**src/design/aerp_pkg.sv**
```systemverilog
// aerp_pkg: widths, relocation type codes and status codes for the ARM ELF
// relocation patch unit. No dependencies.
`default_nettype none

package aerp_pkg;

	localparam int OPC_W  = 8;
	localparam int WORD_W = 32;

	typedef logic [OPC_W-1:0]  opcode_t;
	typedef logic [WORD_W-1:0] word_t;

	typedef enum logic [1:0] {
		ST_OK    = 2'd0,
		ST_UNSUP = 2'd1,
		ST_THUMB = 2'd2
	} status_t;

	localparam opcode_t T_NONE       = 8'd0;
	localparam opcode_t T_PC24       = 8'd1;
	localparam opcode_t T_ABS32      = 8'd2;
	localparam opcode_t T_REL32      = 8'd3;
	localparam opcode_t T_THM_CALL   = 8'd10;
	localparam opcode_t T_GLOB_DAT   = 8'd21;
	localparam opcode_t T_JUMP_SLOT  = 8'd22;
	localparam opcode_t T_RELATIVE   = 8'd23;
	localparam opcode_t T_PLT32      = 8'd27;
	localparam opcode_t T_CALL       = 8'd28;
	localparam opcode_t T_JUMP24     = 8'd29;
	localparam opcode_t T_THM_JUMP24 = 8'd30;
	localparam opcode_t T_V4BX       = 8'd40;

	localparam word_t V4BX_KEEP = 32'hf000000f;
	localparam word_t V4BX_MOV  = 32'h01a0f000;
	localparam logic [15:0] THM_HI_KEEP = 16'hf800;
	localparam logic [15:0] THM_LO_KEEP = 16'hd000;

endpackage

`default_nettype wire

```
**src/design/aerp_if.sv**
```systemverilog
// aerp_req_if / aerp_rsp_if: valid/ready channels for relocation requests
// and patch results. Depends on aerp_pkg.
`default_nettype none

interface aerp_req_if import aerp_pkg::*; ();
	logic    valid;
	logic    ready;
	opcode_t opcode;
	word_t   word_in;
	word_t   place_addr;
	word_t   symbol_value;

	modport source (output valid, opcode, word_in, place_addr, symbol_value, input ready);
	modport sink   (input valid, opcode, word_in, place_addr, symbol_value, output ready);
endinterface

interface aerp_rsp_if import aerp_pkg::*; ();
	logic    valid;
	logic    ready;
	word_t   word_out;
	status_t status;

	modport source (output valid, word_out, status, input ready);
	modport sink   (input valid, word_out, status, output ready);
endinterface

`default_nettype wire

```
**src/design/arm_elf_relocation_patch_unit.sv**
```systemverilog
// arm_elf_relocation_patch_unit: patches one ARM ELF32 relocation per request.
// A request passes the input register and then the result register before its
// result is valid. Throughput: one request per cycle; the input stage holds
// while the result register is stalled. Reset (arst_n low, async) clears both
// stage valid flags; payload registers are not reset.
// Depends on aerp_pkg and aerp_if.
`default_nettype none

module arm_elf_relocation_patch_unit import aerp_pkg::*; (
	input  wire logic   clk,
	input  wire logic   arst_n,
	aerp_req_if.sink    req,
	aerp_rsp_if.source  rsp
);

	logic    v_s1;
	opcode_t opcode_s1;
	word_t   word_s1;
	word_t   place_s1;
	word_t   sym_s1;

	logic    v_s2;
	word_t   word_s2;
	status_t status_s2;

	logic    adv_s2;
	logic    adv_s1;

	word_t   res;
	status_t st;

	word_t        diff;
	word_t        br_sum;
	logic [15:0]  hi;
	logic [15:0]  lo;
	logic         ts;
	word_t        toff;
	word_t        tsum;
	logic         thm_ok;
	logic         ns;
	logic         nj1;
	logic         nj2;
	logic [15:0]  nhi;
	logic [15:0]  nlo;

	assign adv_s2    = !v_s2 || rsp.ready;
	assign adv_s1    = !v_s1 || adv_s2;
	assign req.ready = adv_s1;

	assign rsp.valid    = v_s2;
	assign rsp.word_out = word_s2;
	assign rsp.status   = status_s2;

	always_ff @(posedge clk or negedge arst_n) begin
		if (!arst_n) begin
			v_s1 <= 1'b0;
			v_s2 <= 1'b0;
		end else begin
			if (adv_s1) begin
				v_s1 <= req.valid;
			end
			if (adv_s2) begin
				v_s2 <= v_s1;
			end
		end
	end

	always_ff @(posedge clk) begin
		if (adv_s1 && req.valid) begin
			opcode_s1 <= req.opcode;
			word_s1   <= req.word_in;
			place_s1  <= req.place_addr;
			sym_s1    <= req.symbol_value;
		end
		if (adv_s2 && v_s1) begin
			word_s2   <= res;
			status_s2 <= st;
		end
	end

	// shared PC-relative term
	assign diff = sym_s1 - place_s1;

	// ARM branch: addend is the sign-extended 24-bit word offset
	assign br_sum = diff + {{6{word_s1[23]}}, word_s1[23:0], 2'b00};

	// Thumb BL/B.W pair decode, add, range check, re-encode
	assign hi   = word_s1[15:0];
	assign lo   = word_s1[31:16];
	assign ts   = hi[10];
	assign toff = {{7{ts}}, ts, ~(lo[13] ^ ts), ~(lo[11] ^ ts), hi[9:0], lo[10:0], 1'b0};
	assign tsum = toff + diff;
	assign thm_ok = tsum[0] && ((tsum[31:24] == 8'h00) || (tsum[31:24] == 8'hff));
	assign ns   = tsum[24];
	assign nj1  = ns ^ ~tsum[23];
	assign nj2  = ns ^ ~tsum[22];
	assign nhi  = (hi & THM_HI_KEEP) | {5'd0, ns, tsum[21:12]};
	assign nlo  = (lo & THM_LO_KEEP) | {2'd0, nj1, 1'b0, nj2, tsum[11:1]};

	always_comb begin
		res = word_s1;
		st  = ST_OK;
		case (opcode_s1)
			T_NONE: begin
				res = word_s1;
			end
			T_ABS32, T_RELATIVE: begin
				res = word_s1 + sym_s1;
			end
			T_REL32: begin
				res = word_s1 + diff;
			end
			T_PC24, T_PLT32, T_CALL, T_JUMP24: begin
				res = {word_s1[31:24], br_sum[25:2]};
			end
			T_V4BX: begin
				res = (word_s1 & V4BX_KEEP) | V4BX_MOV;
			end
			T_GLOB_DAT, T_JUMP_SLOT: begin
				res = sym_s1;
			end
			T_THM_CALL, T_THM_JUMP24: begin
				if (thm_ok) begin
					res = {nlo, nhi};
				end else begin
					st = ST_THUMB;
				end
			end
			default: begin
				st = ST_UNSUP;
			end
		endcase
	end

endmodule

`default_nettype wire
```
**src/flat_wrapper.sv**
```systemverilog
// flat-port wrapper written by rule: the top's interface ports become plain ports
module arm_elf_relocation_patch_unit_flat import aerp_pkg::*;
  (clk, arst_n, req_valid, req_opcode, req_word_in, req_place_addr, req_symbol_value, req_ready, rsp_valid, rsp_word_out, rsp_status, rsp_ready);
  aerp_req_if req_i ();
  aerp_rsp_if rsp_i ();
  input  wire logic clk;
  input  wire logic arst_n;
  input wire logic [$bits(req_i.valid)-1:0] req_valid;
  input wire logic [$bits(req_i.opcode)-1:0] req_opcode;
  input wire logic [$bits(req_i.word_in)-1:0] req_word_in;
  input wire logic [$bits(req_i.place_addr)-1:0] req_place_addr;
  input wire logic [$bits(req_i.symbol_value)-1:0] req_symbol_value;
  output wire logic [$bits(req_i.ready)-1:0] req_ready;
  output wire logic [$bits(rsp_i.valid)-1:0] rsp_valid;
  output wire logic [$bits(rsp_i.word_out)-1:0] rsp_word_out;
  output wire logic [$bits(rsp_i.status)-1:0] rsp_status;
  input wire logic [$bits(rsp_i.ready)-1:0] rsp_ready;
  assign req_i.valid = req_valid;
  assign req_i.opcode = req_opcode;
  assign req_i.word_in = req_word_in;
  assign req_i.place_addr = req_place_addr;
  assign req_i.symbol_value = req_symbol_value;
  assign req_ready = req_i.ready;
  assign rsp_valid = rsp_i.valid;
  assign rsp_word_out = rsp_i.word_out;
  assign rsp_status = rsp_i.status;
  assign rsp_i.ready = rsp_ready;
  arm_elf_relocation_patch_unit u_core (.clk(clk), .arst_n(arst_n), .req(req_i), .rsp(rsp_i));
endmodule
```
**config.mk**
```make
export PLATFORM = sky130hd
export DESIGN_NAME = arm_elf_relocation_patch_unit_flat
export DESIGN_NICKNAME = d
export VERILOG_FILES = /design/src/design/aerp_pkg.sv /design/src/design/aerp_if.sv /design/src/design/arm_elf_relocation_patch_unit.sv /design/src/flat_wrapper.sv
export SDC_FILE = /design/constraint.sdc
export NUM_CORES = 1
export LEC_CHECK = 0
export ABC_AREA = 1
export BUFFER_PORTS_ARGS = -buffer_cell sky130_fd_sc_hd__buf_2
export CORE_ASPECT_RATIO = 0.5
export CORE_UTILIZATION = 51
export DETAILED_ROUTE_END_ITERATION = 7
export PLACE_DENSITY = 0.69
export SKIP_LAST_GASP = 1
export SLEW_MARGIN = 20
export SYNTH_ARGS = -nofsm -noshare
export SYNTH_HDL_FRONTEND = slang
export SYNTH_SLANG_ARGS = --single-unit
```
**constraint.sdc**
```tcl
create_clock -name clk -period 8.9 [get_ports clk]
set_input_delay 0.445 -clock clk [delete_from_list [all_inputs] [get_ports clk]]
set_output_delay 0.445 -clock clk [all_outputs]
set_load 0.01 [all_outputs]
```
After elaboration in Yosys (flattened, before gate mapping)
Index checks and enable logic that the tools add are counted.
Widths: inputs -> output; s select.
{"block": "classes", "addsub": 5, "n_eq_ne": 13, "muxes": 4, "n_bitwise": 10, "n_reduce_logical": 15}
{"cell": "$pmux 32 s6", "count": 1}
{"cell": "$add 32x32->32", "count": 3}
{"cell": "$eq 8x5->1 const B", "count": 7}
{"cell": "$mux 32", "count": 1}
{"cell": "$sub 32x32->32", "count": 1}
{"cell": "$add 26x26->26", "count": 1}
{"cell": "$eq 8x2->1 const B", "count": 2}
{"cell": "$logic_not 8->1", "count": 2}
{"cell": "$or 16x11->16", "count": 1}
{"cell": "$or 16x14->16", "count": 1}
{"cell": "$reduce_or 11->1", "count": 1}
{"cell": "$eq 8x1->1 const B", "count": 1}
{"cell": "$eq 8x4->1 const B", "count": 1}
{"cell": "$eq 8x6->1 const B", "count": 1}
{"cell": "$eq 8x8->1 const B", "count": 1}
{"cell": "$reduce_or 2->1", "count": 3}
{"cell": "$not 1->1", "count": 4}
{"cell": "$pmux 2 s2", "count": 1}
{"cell": "$reduce_or 4->1", "count": 1}
{"cell": "$xor 1x1->1", "count": 4}
{"cell": "$logic_and 1x1->1", "count": 3}
{"cell": "$logic_or 1x1->1", "count": 3}
{"cell": "$logic_not 1->1", "count": 2}
{"cell": "$mux 2", "count": 1}
{"block": "totals", "regBits": 140, "out_inout_bits": 36, "wordCells": 55}

Longest topological paths before layout
Gate-level depths: netlist of the first run.
{"block": "depth", "word_depth": 8, "ltp_mapped": 34}

Least setup slack after synthesis of the first run
OpenSTA, ideal clock, no wires.
{"block": "synth_path", "kind": "reg-to-reg", "startpoint": "register u_core.sym_s1[0]", "endpoint": "register u_core.word_s2[6] (netlist: u_core.rsp.word_out[6]) (data pin)", "setup_ns": 0.268, "arrival_ns": 4.215, "required_time_ns": 8.632, "path_slack_ns": 4.417, "stages_incl_launch_ff": 32, "path_buffers": 1, "synth_period_minus_slack_ns": 4.483, "path_cell_list": "edfxtp_1 -> inv_1 -> ha_1 -> fa_1 -> o31ai_1 -> nand2_1 -> nand2_1 -> nand2_1 -> nand2_1 -> nand2_1 -> nand2_1 -> a21boi_0 -> o21ai_0 -> nand2_1 -> and2_1 -> ha_1 -> nand2_1 -> nor2_1 -> nand2_1 -> nor2_1 -> nand2_1 -> nand3_2 -> nand2_1 -> nand2_1 -> nand3_1 -> nor2_1 -> nand3_2 -> nand2_4 -> buf_2 -> nand3_1 -> nand3_1 -> a21oi_2"}
{"block": "synth_via", "elab_chain_len": 7, "word_cells_on_any_way": 12, "classes_between": "5 x add/sub; 1 x eq/ne; 2 x mux; 1 x bitwise; 3 x reduce/logical"}
{"element": "start, declared", "line_no": "arm_elf_relocation_patch_unit.sv:20", "text": "word_t sym_s1;"}
{"element": "start signal, assigned", "line_no": "arm_elf_relocation_patch_unit.sv:73", "text": "sym_s1 <= req.symbol_value;"}
{"element": "$sub 32x32->32", "line_no": "arm_elf_relocation_patch_unit.sv:82", "text": "assign diff = sym_s1 - place_s1;"}
{"element": "$add 32x32->32", "line_no": "arm_elf_relocation_patch_unit.sv:92", "text": "assign tsum = toff + diff;"}
{"element": "$eq 8x8->1 / $logic_not 8->1 (equally long branches)", "line_no": "arm_elf_relocation_patch_unit.sv:93", "text": "assign thm_ok = tsum[0] && ((tsum[31:24] == 8'h00) || (tsum[31:24] == 8'hff));"}
{"element": "$logic_or 1x1->1", "line_no": "arm_elf_relocation_patch_unit.sv:93"}
{"element": "$logic_and 1x1->1", "line_no": "arm_elf_relocation_patch_unit.sv:93"}
{"element": "$mux 32", "line_no": "arm_elf_relocation_patch_unit.sv:123", "text": "if (thm_ok) begin"}
{"element": "$pmux 32 s6 (*)", "line_no": "arm_elf_relocation_patch_unit.sv:103", "text": "case (opcode_s1)"}
{"element": "via u_core.res[6]", "line_no": "arm_elf_relocation_patch_unit.sv:29", "text": "word_t res;"}
{"element": "end signal, assigned", "line_no": "arm_elf_relocation_patch_unit.sv:76", "text": "word_s2 <= res;"}
{"element": "end, declared", "line_no": "arm_elf_relocation_patch_unit.sv:23", "text": "word_t word_s2;"}
Mark *: on every way through the listed nets, which the timed path passes. The rest lies on a longest branch.
A chain may end at the register's enable or synchronous reset.

Worst setup path after layout of the first run
{"block": "layout_path", "startpoint": "register u_core.sym_s1[0]", "endpoint": "register u_core.word_s2[21] (netlist: u_core.rsp.word_out[21]) (data pin)"}
The elaborated chain is that of the path after synthesis.

==> metrics.txt, run 1 <==
status completed; via/cell ratio 5.73; First-pass DRT Iterations 7; largest net degree at the start of global routing 66; Reg area 4190 sq um; multi-input logic area 7650 sq um; Placed Cells 2200; post-CTS resize count 0; area added between synthesis and finish 13.3%; critical path's slowest cell xnor2_1; Worst Skew 0.0122 ns; core area 24300 sq um; Hold Crit Depth 1; FFs w/ async S/R, synth 0.0143; crit path kind reg -> reg; gr ovfl total 0; share of layout cells above drive strength 1 0.130; syn nets 1967; Arr. time, crit path 6.38 ns; RSZ-0062 raised after global routing false; LEAKAGE 0.00677 uW; crit start category flip-flop; CP max stage delay 0.74 ns; Final ANT Viol Nets 0; worst path required time 9.08 ns; detailed-route DRC error count 0; Worst VDD drop 0.168 mV; Post-Syn Area 12700 sq um; gr usage total 0.352; CTS Buf Count 17; nets 2115; gpl congestion 0.993; total negative slack 0 ns; syn_area_per_cell 7.34 sq um; hold crit path type in -> reg; Synth Warn # 0; Cell Pwr Density 199 nW/um^2; initial antenna violation count 0; vias in the first global route 11700; Min Clock Period, post-route 6.20 ns; # diodes 0; CTS H-Tree Depth 4; final setup vio count 0; first-pass GRT wire length 66500 um; Worst-Margin Slew 1.11 ns; Die H 114 um; FF+latch count, synth 140; most frequent cells in the layout nand2_1 (437), inv_1 (206), a21oi_1 (171); Total Wirelength 43600 um; io pins 144; maxcap violations 0; # rows 40; Vias 12800; Distinct cells, synth 56; Starting DRT DRC Count 1339; Fmax achieved 161 MHz; die width 226 um; Final Hold Fails 0; cell depth of the worst flop-to-flop path 29; Wirelength per Cell 19.5 um; Clock Path Buffers 2; PortBufs 143; Critical Path Sink Type flip-flop; register area share after synthesis 0.329; critical path's most frequent cell nand2_1; commonest non-fill, non-tap cell in the layout nand2_1; die area 25700 sq um; worst-path fanout max 22; CTS tree yes; fin crit share 0.697; Worst-path clk slew 0.06 ns; Synth Flop Type edfxtp_1; EDFF count, synth 138; clock tree sinks 140; clk_lat worst skew 0.45 ns; Initial Util 0.525; FILL cells 2350; root buffer cell clkbuf_16; relative slew slack 0.259; fin cells 2233; Mapped Cells 1736; fin. max-slew vios 0; flop-to-flop setup slack 2.70 ns; HPWL Detailed 35100 um
## cells in the mapped netlist, types with 19 or more instances
master,instances,area (sq um)
a21oi_1,172,861
a31oi_1,20,125
edfxtp_1,138,4140
ha_1,119,1490
inv_1,207,777
nand2_1,437,1640
nand3_1,120,601
nor2_1,155,582
nor3_1,21,105
o21ai_0,97,485
or2_2,19,119
xnor2_1,22,193
xor2_1,31,272
## critical path: cells and delay by family (launching register included)
kind                       cells  cell delay [ns]
AOI/OAI and AO/OA              5             1.28
xor gates and xnor gates       1             0.74
adders and majority gates      3             1.15
buffers and inverters          2             0.13
DFF                            1             0.34
and+or+nand+nor               18             2.26
## where the power goes
part,internal (uW),switching [uW]
Combinational,429,892
Sequential,795,49.8
Clock,415,289
Total,1640,1230
## layout make-up
type	instances	area share
clock inverters	12	0.00962
repair buffers	152	0.0544
clock buffers	20	0.0302
inverters	215	0.0561
well taps	336	0.0291
flip-flops and latches	140	0.290
multi-input cells	1358	0.530
## sequential cells by signal, summed over array words and instances, names as in the netlist
| name | flops |
|---|---|
| u_core.word_s1 | 32 |
| u_core.sym_s1 | 32 |
| u_core.rsp.status | 2 |
| u_core.opcode_s1 | 8 |
| u_core.place_s1 | 32 |
| u_core.v_s1 | 1 |
| u_core.rsp.word_out | 32 |
| u_core.rsp.valid | 1 |
## cells by family (layout without fill, tap and decap cells)
group | count (synthesis) | in the layout | share of synthesized area
flops | 140 | 140 | 0.329
compound gates | 381 | 381 | 0.172
buf+inv | 238 | 399 | 0.0717
xor+xnor | 53 | 53 | 0.0364
fa+ha+maj | 123 | 123 | 0.123
simple gates | 801 | 801 | 0.268
## per-layer routing
| metal | vias up | global-route usage | wire (um) | share of wire |
|---|---|---|---|---|
| met5 | - | 0 | 0 | 0 |
| met4 | 0 | 0.0853 | 675 | 0.015 |
| met3 | 48 | 0.124 | 5910 | 0.14 |
| met2 | 588 | 0.471 | 16400 | 0.38 |
| met1 | 5895 | 0.528 | 20700 | 0.47 |
| li1 | 6254 | - | - | - |
## timing repair
item | in CTS | in global routing
endpoints found under the hold margin | 2 | 0
setup buffers | 0 | 0
hold buffers | 1 | 0
## per-stage QoR
step	worst slack (ns)	instance area (sq um)	hold WS [ns]	power, uW	util
floorplan	4.42	12700	0.149	1750	-
global route	2.21	14400	0.144	3050	0.595
global placement	2.99	13900	0.229	2130	0.571
detailed placement	2.99	13900	0.232	2130	0.571
finish	2.70	14400	0.164	2870	0.595
CTS	2.94	14400	0.150	2830	0.595
## final timing paths
| check | endpoint | startpoint |
|---|---|---|
| max | u_core.rsp.word_out[21] | u_core.sym_s1[0] |
| min | u_core.sym_s1[10] | req_symbol_value[10] |
| max reg2reg | u_core.rsp.word_out[21] | u_core.sym_s1[0] |
| min reg2reg | u_core.rsp.valid | u_core.v_s1 |
| max in group asynchronous | u_core.v_s1 | arst_n |
| min in group asynchronous | u_core.rsp.valid | arst_n |
(Power assumes the default switching activity.)
==> run 2, diff against run 1 <==
--- a/config.mk
+++ b/config.mk
@@ -10,7 +10,7 @@
 export CORE_ASPECT_RATIO = 0.5
 export CORE_UTILIZATION = 51
 export DETAILED_ROUTE_END_ITERATION = 7
-export PLACE_DENSITY = 0.69
+export PLACE_DENSITY = 0.72
 export SKIP_LAST_GASP = 1
 export SLEW_MARGIN = 20
 export SYNTH_ARGS = -nofsm -noshare
==> constraint.sdc (replaced) <==
create_clock -name clk -period 5.6 [get_ports clk]
set_input_delay 0.28 -clock clk [delete_from_list [all_inputs] [get_ports clk]]
set_output_delay 0.28 -clock clk [all_outputs]
set_load 0.01 [all_outputs]
==> run 2 against run 1 <==
  * Non-clock buffer count grew 109
  * Sequential power up 60%
  * Worst hold slack got worse by 0.16 ns
  * Critical path depth increased by 4
  * Setup slack got worse by 2.3 ns
  * Sequential share of layout area shrank 2.0 points
  * Via count rose by 3.1%
  * Global-route usage grew 0.16 points
  * Combinational power is 72% higher
  * Fmax grew 18%
  * Count of clock-buffer cells in the layout decreased by 2
  * Clock power up 61%
  * Highest routed layer is now met5
==> metrics.txt, run 2 (synthesis results as in run 1) <==
status completed (unchanged); critical path's slowest cell fa_1 (was xnor2_1); fin crit share 0.936 (was 0.697); post-CTS setup buffer count 0 (unchanged); vias in the first global route 12100 (was 11700); worst path required time 5.79 ns (was 9.08 ns); crit start category flip-flop (unchanged); met2 Resource Use GR 0.493 (was 0.471); clock tree sinks 140 (unchanged); critical path's most frequent cell nand2_1 (unchanged); gpl congestion 0.983 (was 0.993); multi-input logic area 7710 sq um (was 7650 sq um); relative slew slack 0.293 (was 0.259); routing usage on met3 0.143 (was 0.124); Arr. time, crit path 5.43 ns (was 6.38 ns); Total Wirelength 44500 um (was 43600 um); die area 25700 sq um (unchanged); busiest grt layer met1 (unchanged); fin. max-slew vios 0 (unchanged); CTS Buf Count 17 (unchanged); Final ANT Viol Nets 0 (unchanged); # diodes 0 (unchanged); detailed-route DRC error count 0 (unchanged); crit path kind reg -> reg (unchanged); commonest non-fill, non-tap cell in the layout nand2_1 (unchanged); CTS tree yes (unchanged); CP max stage delay 0.50 ns (was 0.74 ns); core area 24300 sq um (unchanged); Initial Util 0.525 (unchanged); Cell Pwr Density 306 nW/um^2 (was 199 nW/um^2); Hold Crit Depth 1 (unchanged); Critical Path Sink Type flip-flop (unchanged); grt met1 use 0.497 (was 0.528); Clock Path Buffers 2 (unchanged); cell family with most CP delay simple AND/OR/NAND/NOR gates (unchanged); FILL cells 2202 (was 2350); maxcap violations 0 (unchanged); Worst VDD drop 0.206 mV (was 0.168 mV); Worst Skew 0.0210 ns (was 0.0122 ns); first-pass GRT wire length 67000 um (was 66500 um); Starting DRT DRC Count 1394 (was 1339); # rows 40 (unchanged); worst-path fanout max 9 (was 22); First-pass DRT Iterations 7 (unchanged); final setup vio count 0 (unchanged); initial antenna violation count 0 (unchanged); HPWL Detailed 34200 um (was 35100 um); nets 2224 (was 2115); hold crit path type in -> reg (unchanged); root buffer cell clkbuf_16 (unchanged); clk_lat worst skew 0.46 ns (was 0.45 ns); Stages on worst setup path 33 (was 29); largest net degree at the start of global routing 63 (was 66); PortBufs 143 (unchanged); CTS H-Tree Depth 4 (unchanged); gr ovfl total 0 (unchanged); Die H 114 um (unchanged); via/cell ratio 5.63 (was 5.73); Reg area 4190 sq um (unchanged); Min Clock Period, post-route 5.24 ns (was 6.20 ns); share of layout cells above drive strength 1 0.149 (was 0.130); final core utilization 0.638 (was 0.595); Vias 13200 (was 12800); worst setup margin 0.358 ns (was 2.70 ns); most frequent cells in the layout nand2_1 (437), inv_1 (206), a21oi_1 (168) (was nand2_1 (437), inv_1 (206), a21oi_1 (171)); Worst-Margin Slew 1.06 ns (was 1.11 ns); io pins 144 (unchanged); LEAKAGE 0.00727 uW (was 0.00677 uW); crit path buf inv count 2 (unchanged); cell depth of the worst flop-to-flop path 33 (was 29); Post-Place Setup Slack 0.255 ns (was 2.99 ns); gr usage total 0.353 (was 0.352); Fmax achieved 191 MHz (was 161 MHz); area added between synthesis and finish 21.5% (was 13.3%); die width 226 um (unchanged); Worst-path clk slew 0.06 ns (about the same); Final Hold Fails 0 (unchanged); Wirelength per Cell 19.0 um (was 19.5 um)
-- run 2: cell type report --
cell class / count / share of cell area
multi-input cells: 1358 / 0.498
clock buffers: 18 / 0.0277
flip-flops and latches: 140 / 0.271
well taps: 336 / 0.0272
inverters: 215 / 0.0523
repair buffers: 261 / 0.115
clock inverters: 14 / 0.00922
-- run 2: final timing paths --
path	from	to	slack, ns
max in group asynchronous	arst_n	u_core.v_s1	5.36
min in group asynchronous	arst_n	u_core.rsp.valid	0.15
worst max register to register	u_core.sym_s1[0]	u_core.rsp.word_out[22]	0.36
worst max-delay path	u_core.sym_s1[0]	u_core.rsp.word_out[22]	0.36
worst min register to register	u_core.v_s1	u_core.rsp.valid	0.52
worst min-delay path	req_symbol_value[27]	u_core.sym_s1[27]	0.008
-- run 2: power by group --
group	switching (uW)	leakage, uW	internal, uW
Combinational	1450	0.00564	815
Sequential	81.5	0.00135	1260
Clock	476	0.000280	655
Total	2010	0.00727	2730
-- run 2: through the flow --
| stage | hold WS, ns | TNS (ns) | std cells | total power [uW] | cell area (sq um) |
|---|---|---|---|---|---|
| 6_report | 0.00769 | 0 | 2342 | 4740 | 15500 |
| 3_5_place_dp | 0.0704 | 0 | 2240 | 3480 | 14200 |
| 3_3_place_gp | 0.0645 | 0 | 2240 | 3470 | 14200 |
| 4_1_cts | 0.0000301 | 0 | 2340 | 4640 | 15400 |
| 5_1_grt | 0.000667 | -0.0155 | 2342 | 5020 | 15500 |
| 2_1_floorplan | -0.0156 | 0 | 1736 | 2780 | 12700 |
-- run 2: layer usage --
metal | vias up | wire (um) | share of wire
met3 | 68 | 6770 | 0.15
li1 | 6460 | - | -
met1 | 5954 | 19500 | 0.44
met5 | - | 120 | 0.0027
met4 | 2 | 768 | 0.017
met2 | 691 | 17400 | 0.39
-- run 2: repair_timing --
item	CTS	global route
endpoints found under the hold margin	69	2
gates resized for setup	0	19
setup endpoints to repair	0	25
hold buffers	68	2
